**src/rtl/asfs_pkg.sv**
```systemverilog
package asfs_pkg;

   localparam int MAX_ENTRIES = 16;
   localparam int ANGLE_W     = 16;
   localparam int FRAME_W     = 8;
   localparam int IDX_W       = $clog2(MAX_ENTRIES);
   localparam int CNT_W       = $clog2(MAX_ENTRIES + 1);

   localparam logic [ANGLE_W-1:0] HALF_TURN = {1'b1, {(ANGLE_W-1){1'b0}}};

   // request codes
   localparam logic [1:0] REQ_ADD    = 2'd0;
   localparam logic [1:0] REQ_UPDATE = 2'd1;
   localparam logic [1:0] REQ_LOOKUP = 2'd2;
   localparam logic [1:0] REQ_NEWREV = 2'd3;

   typedef struct packed {
      logic [1:0]         req_type;
      logic [ANGLE_W-1:0] angle;
      logic [FRAME_W-1:0] frame_id;
   } asfs_req_type;

   typedef struct packed {
      logic [FRAME_W-1:0] primary_id;
      logic [FRAME_W-1:0] follower_id;
      logic               primary_changed;
      logic               follower_changed;
      logic               selection_valid;
      logic               lookup_found;
      logic [FRAME_W-1:0] lookup_id;
      logic               table_full;
   } asfs_rsp_type;

   typedef struct packed {
      logic start;
      logic step;
      logic finish;
   } asfs_cmd_type;

   typedef struct packed {
      logic empty;
      logic walk_last;
      logic out_free;
   } asfs_stat_type;

endpackage

```
**src/rtl/asfs_ctrl.sv**
```systemverilog
module asfs_ctrl (
   input  logic                   clock,
   input  logic                   reset,
   input  logic                   req_valid,
   output logic                   req_ready,
   input  asfs_pkg::asfs_stat_type stat,
   output asfs_pkg::asfs_cmd_type  cmd
);
   import asfs_pkg::*;

   localparam logic [1:0] ST_IDLE = 2'd0;
   localparam logic [1:0] ST_WALK = 2'd1;
   localparam logic [1:0] ST_DONE = 2'd2;

   logic [1:0] state_ff, state_in;

   always_comb begin
      state_in   = state_ff;
      cmd.start  = 1'b0;
      cmd.step   = 1'b0;
      cmd.finish = 1'b0;
      req_ready  = 1'b0;
      unique case (state_ff)
         ST_IDLE: begin
            req_ready = 1'b1;
            if (req_valid) begin
               cmd.start = 1'b1;
               state_in  = stat.empty ? ST_DONE : ST_WALK;
            end
         end
         ST_WALK: begin
            cmd.step = 1'b1;
            if (stat.walk_last) state_in = ST_DONE;
         end
         ST_DONE: begin
            // hold until the output register can take the result
            if (stat.out_free) begin
               cmd.finish = 1'b1;
               state_in   = ST_IDLE;
            end
         end
         default: state_in = ST_IDLE;
      endcase
   end

   always_ff @(posedge clock) begin
      if (reset) state_ff <= ST_IDLE;
      else       state_ff <= state_in;
   end

endmodule

```
**src/rtl/asfs_dp.sv**
```systemverilog
module asfs_dp (
   input  logic                   clock,
   input  logic                   reset,
   input  asfs_pkg::asfs_req_type  req_data,
   input  asfs_pkg::asfs_cmd_type  cmd,
   output asfs_pkg::asfs_stat_type stat,
   output logic                   rsp_valid,
   input  logic                   rsp_ready,
   output asfs_pkg::asfs_rsp_type  rsp_data
);
   import asfs_pkg::*;

   // sorted table
   logic [ANGLE_W-1:0] ang_ff [MAX_ENTRIES];
   logic [ANGLE_W-1:0] ang_in [MAX_ENTRIES];
   logic [FRAME_W-1:0] frm_ff [MAX_ENTRIES];
   logic [FRAME_W-1:0] frm_in [MAX_ENTRIES];
   logic [CNT_W-1:0]   count_ff, count_in;

   // selections, with the frame id captured when selected
   logic               pv_ff, pv_in, fv_ff, fv_in;
   logic [IDX_W-1:0]   pslot_ff, pslot_in, fslot_ff, fslot_in;
   logic [FRAME_W-1:0] pframe_ff, pframe_in, fframe_ff, fframe_in;

   // walk state
   asfs_req_type       req_ff;
   logic [IDX_W-1:0]   idx_ff;
   logic               ph_ff, fh_ff, lh_ff;
   logic [IDX_W-1:0]   ps_ff, fs_ff;
   logic [FRAME_W-1:0] pf_ff, ff_ff, lf_ff, last_ff;
   logic [CNT_W-1:0]   pos_ff;

   logic               rsp_valid_ff;
   asfs_rsp_type       rsp_ff, rsp_in;

   logic [ANGLE_W-1:0] fol_angle;
   logic [ANGLE_W-1:0] cur_ang;
   logic [FRAME_W-1:0] cur_frm;
   logic [IDX_W-1:0]   top_slot;
   logic [IDX_W-1:0]   p_new, f_new;
   logic [FRAME_W-1:0] pf_new, ff_new;

   assign fol_angle = req_ff.angle + HALF_TURN;
   assign cur_ang   = ang_ff[idx_ff];
   assign cur_frm   = frm_ff[idx_ff];
   assign top_slot  = IDX_W'(count_ff - CNT_W'(1));

   assign stat.empty     = (count_ff == '0);
   assign stat.walk_last = ({1'b0, idx_ff} == CNT_W'(count_ff - CNT_W'(1)));
   assign stat.out_free  = !rsp_valid_ff || rsp_ready;

   // no entry low enough: wrap to the last slot
   assign p_new  = ph_ff ? ps_ff : top_slot;
   assign f_new  = fh_ff ? fs_ff : top_slot;
   assign pf_new = ph_ff ? pf_ff : last_ff;
   assign ff_new = fh_ff ? ff_ff : last_ff;

   always_comb begin
      ang_in    = ang_ff;
      frm_in    = frm_ff;
      count_in  = count_ff;
      pv_in     = pv_ff;
      fv_in     = fv_ff;
      pslot_in  = pslot_ff;
      fslot_in  = fslot_ff;
      pframe_in = pframe_ff;
      fframe_in = fframe_ff;
      rsp_in    = '0;
      if (cmd.finish) begin
         unique case (req_ff.req_type)
            REQ_ADD: begin
               if (count_ff == CNT_W'(MAX_ENTRIES)) begin
                  rsp_in.table_full = 1'b1;
               end else begin
                  // shift the tail up one slot and drop the new pair in
                  for (int k = 0; k < MAX_ENTRIES; k++) begin
                     if (CNT_W'(k) > pos_ff && k > 0) begin
                        ang_in[k] = ang_ff[k-1];
                        frm_in[k] = frm_ff[k-1];
                     end else if (CNT_W'(k) == pos_ff) begin
                        ang_in[k] = req_ff.angle;
                        frm_in[k] = req_ff.frame_id;
                     end
                  end
                  count_in = count_ff + CNT_W'(1);
                  pv_in    = 1'b0;
                  fv_in    = 1'b0;
               end
            end
            REQ_UPDATE: begin
               if (count_ff != '0) begin
                  rsp_in.primary_changed  = !pv_ff || (pslot_ff != p_new);
                  rsp_in.follower_changed = !fv_ff || (fslot_ff != f_new);
                  pslot_in  = p_new;
                  fslot_in  = f_new;
                  pframe_in = pf_new;
                  fframe_in = ff_new;
                  pv_in     = 1'b1;
                  fv_in     = 1'b1;
               end
            end
            REQ_LOOKUP: begin
               rsp_in.lookup_found = lh_ff;
               rsp_in.lookup_id    = lh_ff ? lf_ff : '0;
            end
            REQ_NEWREV: begin
               pv_in = 1'b0;
               fv_in = 1'b0;
            end
            default: ;
         endcase
         rsp_in.primary_id      = pv_in ? pframe_in : '0;
         rsp_in.follower_id     = fv_in ? fframe_in : '0;
         rsp_in.selection_valid = pv_in && fv_in && (count_in != '0);
      end
   end

   always_ff @(posedge clock) begin
      if (reset) begin
         count_ff     <= '0;
         pv_ff        <= 1'b0;
         fv_ff        <= 1'b0;
         pslot_ff     <= '0;
         fslot_ff     <= '0;
         rsp_valid_ff <= 1'b0;
      end else begin
         count_ff <= count_in;
         pv_ff    <= pv_in;
         fv_ff    <= fv_in;
         pslot_ff <= pslot_in;
         fslot_ff <= fslot_in;
         if (cmd.finish)     rsp_valid_ff <= 1'b1;
         else if (rsp_ready) rsp_valid_ff <= 1'b0;
      end
   end

   always_ff @(posedge clock) begin
      ang_ff    <= ang_in;
      frm_ff    <= frm_in;
      pframe_ff <= pframe_in;
      fframe_ff <= fframe_in;
      if (cmd.finish) rsp_ff <= rsp_in;
      if (cmd.start) begin
         req_ff <= req_data;
         idx_ff <= '0;
         ph_ff  <= 1'b0;
         fh_ff  <= 1'b0;
         lh_ff  <= 1'b0;
         pos_ff <= '0;
      end else if (cmd.step) begin
         idx_ff <= idx_ff + IDX_W'(1);
         if (cur_ang <= req_ff.angle) begin
            ph_ff  <= 1'b1;
            ps_ff  <= idx_ff;
            pf_ff  <= cur_frm;
            pos_ff <= CNT_W'(idx_ff) + CNT_W'(1);
         end
         if (cur_ang <= fol_angle) begin
            fh_ff <= 1'b1;
            fs_ff <= idx_ff;
            ff_ff <= cur_frm;
         end
         if (!lh_ff && cur_ang == req_ff.angle) begin
            lh_ff <= 1'b1;
            lf_ff <= cur_frm;
         end
         if (stat.walk_last) last_ff <= cur_frm;
      end
   end

   assign rsp_valid = rsp_valid_ff;
   assign rsp_data  = rsp_ff;

endmodule

```
**src/rtl/angular_sector_frame_selector.sv**
```systemverilog
// Angular sector frame selector.
// Holds up to MAX_ENTRIES (angle, frame id) pairs sorted by angle, angles being
// unsigned fractions of a turn. Requests arrive on the req_ channel as one
// packed transfer (type, angle, frame id); each gives exactly one transfer on
// the rsp_ channel. Add inserts a pair after any equal angles and clears the
// selections; angle update picks the primary sector (last entry not above
// the angle, else the top entry) and the follower at angle plus half a turn;
// lookup returns the first exact match; new revolution clears the selections.
// Sequence: the accepting cycle, then a walk over the stored entries (one
// compare set per entry, skipped when the table is empty), then a commit;
// the result is registered at the commit and then offered on rsp_.
// A new request is accepted the cycle after the commit; none is taken while
// a request is being walked or committed.
// The result sits in an output register; a stalled receiver holds it there
// while the next request is accepted and walked, and the commit waits until
// the register frees up. Reset empties the table and drops both selections;
// the stored angles and ids themselves are not cleared.
module angular_sector_frame_selector (
   input  logic                  clock,
   input  logic                  reset,
   input  logic                  req_valid,
   output logic                  req_ready,
   input  asfs_pkg::asfs_req_type req_data,
   output logic                  rsp_valid,
   input  logic                  rsp_ready,
   output asfs_pkg::asfs_rsp_type rsp_data
);
   import asfs_pkg::*;

   asfs_cmd_type  cmd;
   asfs_stat_type stat;

   // sequence the walk and commit
   asfs_ctrl u_ctrl (
      .clock     (clock),
      .reset     (reset),
      .req_valid (req_valid),
      .req_ready (req_ready),
      .stat      (stat),
      .cmd       (cmd)
   );

   // table, selection state and output register
   asfs_dp u_dp (
      .clock     (clock),
      .reset     (reset),
      .req_data  (req_data),
      .cmd       (cmd),
      .stat      (stat),
      .rsp_valid (rsp_valid),
      .rsp_ready (rsp_ready),
      .rsp_data  (rsp_data)
   );

endmodule
```
**config.mk**
```make
export PLATFORM = sky130hd
export DESIGN_NAME = angular_sector_frame_selector
export DESIGN_NICKNAME = d
export VERILOG_FILES = /design/src/rtl/asfs_pkg.sv /design/src/rtl/asfs_ctrl.sv /design/src/rtl/asfs_dp.sv /design/src/rtl/angular_sector_frame_selector.sv
export SDC_FILE = /design/constraint.sdc
export NUM_CORES = 1
export LEC_CHECK = 0
export BUFFER_PORTS_ARGS = -buffer_cell sky130_fd_sc_hd__buf_2
export CAP_MARGIN = 25
export CORE_UTILIZATION = 63
export CTS_CLUSTER_SIZE = 16
export DETAILED_ROUTE_END_ITERATION = 8
export GPL_TIMING_DRIVEN = 0
export HOLD_SLACK_MARGIN = 0.08
export PLACE_DENSITY_LB_ADDON = 0.05
export SETUP_SLACK_MARGIN = 0.05
export SKIP_LAST_GASP = 1
export SLEW_MARGIN = 20
export SYNTH_ARGS = -nofsm -noshare
export SYNTH_HDL_FRONTEND = slang
export SYNTH_SLANG_ARGS = --single-unit
```
**constraint.sdc**
```tcl
create_clock -name clock -period 7 [get_ports clock]
set_clock_uncertainty 0.1 [all_clocks]
set_input_delay 1.4 -clock clock [delete_from_list [all_inputs] [get_ports clock]]
set_output_delay 1.4 -clock clock [all_outputs]
set_load 0.02 [all_outputs]
```
# --- Word level (Yosys, flattened, before mapping) ---
# Cells that the tools add are included.
totals:
  register_bits: 525
  word_cells: 275
  inputBits: 30
classes:
  magnitude_cmp: 18
  n_addsub: 5
  eq_ne: 28
  bitwise_logic: 3
  n_reduce_logical: 59
  muxes: 99
op_table:
  columns: ["operator", "count"]
  rows:
  - ["$mux 16", 32]
  - ["$mux 8", 38]
  - ["$bmux 16 s4", 1]
  - ["$reduce_and 4->1", 16]
  - ["$eq 4x5->1 const A", 8]
  - ["$gt 4x5->1 const A", 8]
  - ["$bmux 8 s4", 1]
  - ["$le 16x16->1", 2]
  - ["$reduce_bool 2->1", 16]
  - ["$eq 3x5->1 const A", 4]
  - ["$gt 3x5->1 const A", 4]
  - ["$reduce_and 3->1", 6]
  - ["$add 16x16->16 const B", 1]
  - ["$eq 16x16->1", 1]
  - ["$mux 1", 15]
  - ["$mux 5", 3]
  - ["$eq 2x5->1 const A", 2]
  - ["$gt 2x5->1 const A", 2]
  - ["$logic_not 5->1", 2]
  - ["$reduce_and 2->1", 5]
  - ["$reduce_bool 5->1", 2]
  - ["$mux 2", 4]
  - ["$mux 4", 2]
  - ["$ne 4x4->1", 2]
  - ["20 further kinds", 35]

# --- Logic depth before layout (Yosys ltp) ---
# Gate-level depths: netlist (run 1).
logic_depth:
  depth_word: 7
  mapped_depth: 13
  ltp_nobuf: 11

# --- Modules after synthesis ---
# From an unflattened synthesis (run 1), not the netlist that was laid out.
hier_totals:
  hier_cells: 1800
  area_unflattened_um2: 24771.3
modules_own_cells:
  columns: ["module", "area_each_um2", "instances", "seq_area_each_um2", "cells_per_inst"]
  rows:
  - ["asfs_dp", 24644.9, 1, 15424.8, 1786]
  - ["asfs_ctrl", 126.4, 1, 40.0, 14]

# --- Least setup slack after synthesis (run 1) ---
# No wires, ideal clock.
synth_path:
  path_type: "input to register"
  start: "input rsp_ready"
  end: "register u_dp.ang_ff[64] (netlist bit), enable pin"
  path_stages: 4
  setup_slack_ps: 1140
  t_arrival_ps: 5319
  cell_sequence: "nor2b_1 nor2_2 nand3_1 nor3b_1"
synth_rtl:
  columns: ["element", "line", "rtl"]
  rows:
  - ["start: declaration", "angular_sector_frame_selector.sv:25", "input logic rsp_ready,"]
  - ["end signal: assignment", "asfs_dp.sv:138", "ang_ff <= ang_in;"]
  - ["end: declaration", "asfs_dp.sv:14", "logic [ANGLE_W-1:0] ang_ff [MAX_ENTRIES];"]

# --- Final worst setup path (run 1) ---
layout_path:
  start: "register u_dp.idx_ff[1]"
  end: "register u_dp.pf_ff[4], enable pin"
layout_via:
  elab_chain_len: 6
layout_lines:
  columns: ["element", "line", "rtl"]
  rows:
  - ["start: declaration", "asfs_dp.sv:27", "logic [IDX_W-1:0] idx_ff;"]
  - ["start signal: assignment", "asfs_dp.sv:151", "idx_ff <= idx_ff + IDX_W'(1);"]
  - ["$not 4->5 (not written as such)", "asfs_dp.sv:44", "assign cur_ang = ang_ff[idx_ff];"]
  - ["$bmux 16 s4", "asfs_dp.sv:44", null]
  - ["$mux 16 (not written as such) (2 in series)", "asfs_dp.sv:44", null]
  - ["$le 16x16->1", "asfs_dp.sv:152", "if (cur_ang <= req_ff.angle) begin"]
  - ["$reduce_and 3->1 (no source line)", null, null]
  - ["end signal: assignment", "asfs_dp.sv:155", "pf_ff <= cur_frm;"]
  - ["end: declaration", "asfs_dp.sv:30", "logic [FRAME_W-1:0] pf_ff, ff_ff, lf_ff, last_ff;"]
# Every way passes these cells. The select of a mux whose other input is x is not followed.
# A chain may end at the register's enable or synchronous reset.

==> impl_metrics.tcl, run 1 <==
set metrics [dict create \
    hold_slack_ns 0.3621 \
    p_clk_share_pct 40.5 \
    grt_pass1_wl_mm 89.09 \
    total_power_uw 6768 \
    drc_errors 0 \
    layout_commonest_cell "edfxtp_1" \
    finalSetupViolCount 0 \
    yosys.area.top_type "edfxtp_1" \
    antenna_found_initial 0 \
    p_leak_uw 0.009604 \
    clock_path_buffers 3 \
    fin_crit_sh_pct 72.88 \
    die_area_um2 40020 \
    rr_worst_depth 13 \
    hpwl_mm 43.34 \
    die_height_um 200.0 \
    area_delta_synth_final_pct 12.11 \
    syn_nets 1848 \
    via_count 15520 \
    status "complete, no violations" \
    yosysUniqueCellTypes 56 \
    postCtsSetupBuffers 0 \
    ys_ff_latch 525 \
    die_w_um 200.0 \
    ctsResizeCount 0 \
    cts_hold_buf 0 \
    yosysSeqAreaShare_pct 62.59 \
    vias_per_cell 6.235 \
    path_depth 13 \
    ant_nets 0 \
    drt-initial-drc-count 1332 \
    tightest_slew_ns 0.9761 \
    dr.pass1.iters 5 \
    rsz0062_at_grt "no" \
    reg2reg_to "u_dp.pf_ff[4]" \
    seq_area_um2 15460 \
    grt_max_degree 31 \
    gr-total-overflow 0 \
    crit-reg2reg-launch "u_dp.idx_ff[1]" \
    drt-total-wl_mm 58.13 \
    clock-root-buffer "clkbuf_16" \
    start_util_pct 63.93 \
    ir_worst_vdd_v 0.0003753 \
    p_int_uw 5252 \
    worst-r2r-setup-slack_ns 1.90 \
    synthArstFlopShare_pct 0 \
    track_usage_pct 30.09 \
    synth_ff_type "edfxtp_1" \
    combPwrFrac_pct 6.3 \
    worst_ep_required_time_ns 7.13 \
    fillers 2609 \
    path_clk_slew_ns 0.06 \
    p_sw_uw 1517 \
    switching_share_pct 22.41 \
    yosysWarnings 0 \
    slew_headroom_pct 34.93 \
    cts_made_buffers 53 \
    cts_tree "built" \
    drive_gt1_share_pct 23.78 \
    wire_per_inst_um 23.35 \
    cp-startpoint "u_dp.idx_ff[1]" \
    cp-start-kind "flip-flop" \
    end_kind "flip-flop" \
    netlist.area_leader.share_pct 60.16 \
    path_delay_family "buffers and inverters" \
    htree_levels 2 \
    clk_latency_ns 0.61 \
    power_density_nw_per_um2 244.3 \
    final_nets 1980 \
    power_frac_seq_pct 53.2 \
    multiInputGateArea_um2 8675 \
    maxSlewViolCount 0 \
    layout_common_cells "495 x edfxtp_1, 249 x nand2_1, 207 x o21ai_0" \
    max_freq_ghz 0.1960 \
    arrival_ns 5.24 \
    num_antenna_cells 0 \
    path_buf_inv 5 \
    pin_count 61 \
    hold_viol 0 \
    hp-class "flip-flop to flip-flop" \
    period_minus_slack_ns 5.102 \
    synth.area.top_cells "edfxtp_1 60%, mux4_2 8.8%, mux2_2 7.2%" \
    core_area_um2 38650 \
    syn_inst 1797 \
    grt_pass1_vias 15220 \
    drv_cap 0 \
    crit_path_cell_trace "buf_2 > buf_2 > buf_1 > clkbuf_1 > a211oi_1 > a21oi_1 > ha_1 > nor2b_1 > o21bai_1 > a21oi_1 > a2111oi_4 > a21oi_2 > inv_1" \
    critPathCapture "u_dp.pf_ff[4]" \
    gp_congestion 0.9559 \
    portBuffers 59 \
    netlist_area_um2 24710 \
    synth-edff-count 495 \
    max_stage_delay_ns 0.64 \
    cpMaxStageDelayCell "a2111oi_4" \
    rows 72 \
    syn_avg_cell_area_um2 13.75 \
    cts_sinks 525 \
    critical_path_class "flip-flop to flip-flop" \
    crit_path_max_fanout 12 \
]
## cell type report
cell class	instances	share of cell area, %
sequential	525	55.83
multi-input combinational	1102	31.32
clock buffer	66	5.118
tap	518	2.340
buffer	138	2.069
timing repair buffer	77	2.019
clock inverter	32	0.8763
inverter	32	0.4336
## routing by layer
layer	up-vias	track usage (%)	wire [um]	part of all wire, %
met5	-	0	0	0
met4	0	7.520	1138	2.0
met3	87	6.620	5054	8.7
met2	740	47.75	27360	47
met1	7649	42.69	24580	42
li1	7048	-	-	-
## cells in the mapped netlist, drive strengths merged (4+ instances only)
master / instances
nand2: 249
xnor2: 12
a211oi: 26
mux4: 96
and2: 10
buf: 37
clkbuf: 101
or3: 4
nor3: 19
xor2: 6
mux2i: 47
dfxtp: 30
nor2b: 45
edfxtp: 495
a31oi: 5
ha: 21
o21ai: 211
nand3: 10
mux2: 157
nand2b: 4
inv: 32
nor2: 69
a21oi: 72
## worst register-to-register path, cell delays in order, from the launching register on
cell and delay [ns]:
dfxtp_1 0.40, buf_2 0.28, buf_2 0.37, buf_1 0.56, clkbuf_1 0.56, a211oi_1 0.25
a21oi_1 0.19, ha_1 0.25, nor2b_1 0.13, o21bai_1 0.18, a21oi_1 0.17, a2111oi_4 0.65
a21oi_2 0.22, inv_1 0.43
## power groups by stage
stage          clock (uW)  combinational [uW]  sequential (uW)
2_1_floorplan           0                 263             3660
3_3_place_gp            0                 388             3660
3_5_place_dp            0                 421             3660
4_1_cts              2770                 424             3600
5_1_grt              2890                 462             3610
6_report             2740                 425             3600
## worst min path at each step
stage | depth (start not counted) | slack [ns] | start | end
final | 0 | 0.36 | u_dp.idx_ff[2] | u_dp.ps_ff[2]
after global routing | 0 | 0.37 | u_dp.idx_ff[2] | u_dp.ps_ff[2]
after CTS | 0 | 0.36 | u_dp.idx_ff[2] | u_dp.ps_ff[2]
after detailed placement | 0 | 0.34 | u_dp.idx_ff[2] | u_dp.fs_ff[2]
after global placement | 0 | 0.34 | u_dp.idx_ff[2] | u_dp.ps_ff[2]
after floorplan | 0 | 0.32 | u_dp.idx_ff[2] | u_dp.fs_ff[2]
## per-stage QoR
stage	setup slack [ns]	TNS (ns)	utilization [%]	cells	area [um2]
3_5_place_dp	1.950	0	67.38	2392	26040
4_1_cts	1.932	0	71.68	2490	27700
2_1_floorplan	1.140	0	-	1797	24710
3_3_place_gp	-1.252	-169.25	66.38	2374	25650
6_report	1.898	0	71.68	2490	27700
5_1_grt	1.633	0	71.68	2490	27700
## flip-flops by register name (all words and copies together) (netlist names), 2 cells and up
name	count
u_dp.pslot_ff	4
u_dp.fs_ff	4
u_dp.req_ff	26
u_dp.ang_ff	256
u_dp.fframe_ff	8
u_dp.idx_ff	4
u_dp.pos_ff	5
u_dp.frm_ff	128
u_dp.fslot_ff	4
u_dp.lf_ff	8
u_dp.pf_ff	8
u_dp.rsp_data	29
u_dp.ps_ff	4
u_dp.last_ff	8
u_dp.ff_ff	8
u_dp.count_ff	5
u_dp.pframe_ff	8
u_ctrl.state_ff	2
## cell families (layout without fill, tap and decap cells)
group	after synthesis	in the layout	synth area share, %
flops	525	525	62.59
simple gates	426	426	7.545
compound gates	336	336	7.469
mux	300	300	17.81
buf+inv	170	345	2.795
fa+ha+maj	21	21	1.063
xor+xnor	19	19	0.7292
Note: power is estimated with default switching activity, not from simulation.
==> run 2, diff against run 1 <==
Settings changed: CORE_UTILIZATION 63 to 57.
Clock period 7 ns to 4.1 ns, I/O delays scaled along.
==> impl_metrics.tcl, run 2 (same netlist as run 1, synthesis figures left out) <==
set metrics [dict create \
    antenna_found_initial 0 \
    hp-class "primary input to flip-flop" \
    tightest_slew_ns 0.8790 \
    dr.pass1.iters 6 \
    path_clk_slew_ns 0.06 \
    fin_crit_sh_pct 98.56 \
    area_delta_synth_final_pct 14.60 \
    critical_path_class "flip-flop to flip-flop" \
    core_area_um2 42320 \
    worst_ep_required_time_ns 4.31 \
    use_met2_pct 44.74 \
    drt-initial-drc-count 1786 \
    drc_errors 0 \
    clock-root-buffer "clkbuf_16" \
    final_nets 1991 \
    wire_per_inst_um 25.04 \
    max_freq_ghz 0.2475 \
    vias_per_cell 6.235 \
    status "complete, no violations" \
    cts_sinks 525 \
    worst-r2r-setup-slack_ns 0.06 \
    cts_hold_buf 0 \
    power_density_nw_per_um2 416.9 \
    gr-total-overflow 0 \
    die_w_um 210.2 \
    largest_reg_flops 256 \
    rows 75 \
    maxSlewViolCount 0 \
    cts_made_buffers 53 \
    period_minus_slack_ns 4.041 \
    regMostFlops "u_dp.ang_ff" \
    start_util_pct 58.38 \
    grt_pass1_wl_mm 96.29 \
    htree_levels 2 \
    cp-start-kind "flip-flop" \
    total_power_uw 11800 \
    portBuffers 59 \
    grt_max_degree 29 \
    clock_path_buffers 3 \
    grt_util_met1_pct 44.83 \
    ir_worst_vdd_v 0.0003504 \
    crit_path_max_fanout 10 \
    die_area_um2 44190 \
    reg2reg_to "u_dp.pf_ff[3]" \
    pin_count 61 \
    via_count 15940 \
    rr_worst_depth 13 \
    die_height_um 210.2 \
    post-route-util_pct 66.91 \
    grt_pass1_vias 15380 \
    cts_tree "built" \
    hold_depth 1 \
    min-delay-start "req_data[10]" \
    finalSetupViolCount 0 \
    slew_headroom_pct 41.40 \
    drt-total-wl_mm 64.04 \
    crit-reg2reg-launch "u_dp.idx_ff[2]" \
    arrival_ns 4.25 \
    p_leak_uw 0.009777 \
    layout_common_cells "495 x edfxtp_1, 249 x nand2_1, 206 x o21ai_0" \
    hold_path_end "u_dp.req_ff[10]" \
    gr-usage-met3_pct 4.201 \
    end_kind "flip-flop" \
    drive_gt1_share_pct 25.91 \
    gp_congestion 0.9444 \
    drv_cap 0 \
    hpwl_mm 46.20 \
    track_usage_pct 29.64 \
    ant_nets 0 \
    rsz0062_at_grt "no" \
    hold_viol 0 \
    grt.busiest_layer "met1" \
    clk_latency_ns 0.62 \
    cp-startpoint "u_dp.idx_ff[2]" \
    num_antenna_cells 0 \
    layout_commonest_cell "edfxtp_1" \
]
==> run 2: area by class of cell <==
class / instances / area, um2
inverters: 32 / 123.9
well taps: 577 / 721.9
clock buffers: 65 / 1414
repair buffers: 89 / 783.3
flip-flops and latches: 525 / 15470
fillers: 3019 / 14010
multi-input cells: 1102 / 8822
plain buffers: 137 / 683.2
clock inverters: 30 / 297.8
==> run 2: worst max-delay path by stage <==
stage	to	slack, ns	cells after the start
finish	u_dp.pf_ff[3]	0.06	13
global route	u_dp.pf_ff[3]	0.05	14
CTS	u_dp.pf_ff[1]	0.06	14
detailed placement	u_dp.pf_ff[5]	-1.12	11
global placement	u_dp.frm_ff[83]	-2.06	6
floorplan	u_dp.ang_ff[0]	0.05	5
==> run 2: per-layer routing <==
layer / vias to the layer above / share of wire, %
met5: - / 0
met4: 0 / 2.3
met1: 7947 / 43
met2: 816 / 46
met3: 95 / 8.7
li1: 7085 / -
==> run 2: what timing repair did <==
action                                  CTS  global route
pin swaps                                 4             4
buffers inserted                          6             7
resized for setup                        48            28
endpoints found under the setup margin  156            27
==> run 2: critical path, cell delays in order (launching register included) <==
cell        delay (ns)
dfxtp_2           0.52
clkbuf_2          0.43
mux4_2            0.38
nor2b_1           0.15
a211oi_1          0.26
a21oi_1           0.08
ha_1              0.31
nand4_1           0.19
or4_4             0.61
nor2_4            0.19
or2_4             0.19
a21oi_4           0.06
clkinvlp_4        0.09
buf_4             0.16
==> run 2: metrics by stage <==
step	std cells	area, um2	hold WS (ns)	TNS (ns)	worst slack, ns
after floorplan	1797	24740	0.3237	0	0.04920
after global placement	2433	25760	0.3340	-676.95	-2.059
after detailed placement	2450	26270	0.3399	-56.30	-1.116
after CTS	2550	28170	0.2603	0	0.05615
after global routing	2557	28320	0.2713	0	0.05032
final	2557	28320	0.2828	0	0.05885
==> run 2: power by group <==
group,internal (uW),switching (uW)
logic,311,489
clock network,2810,2050
registers,6050,100
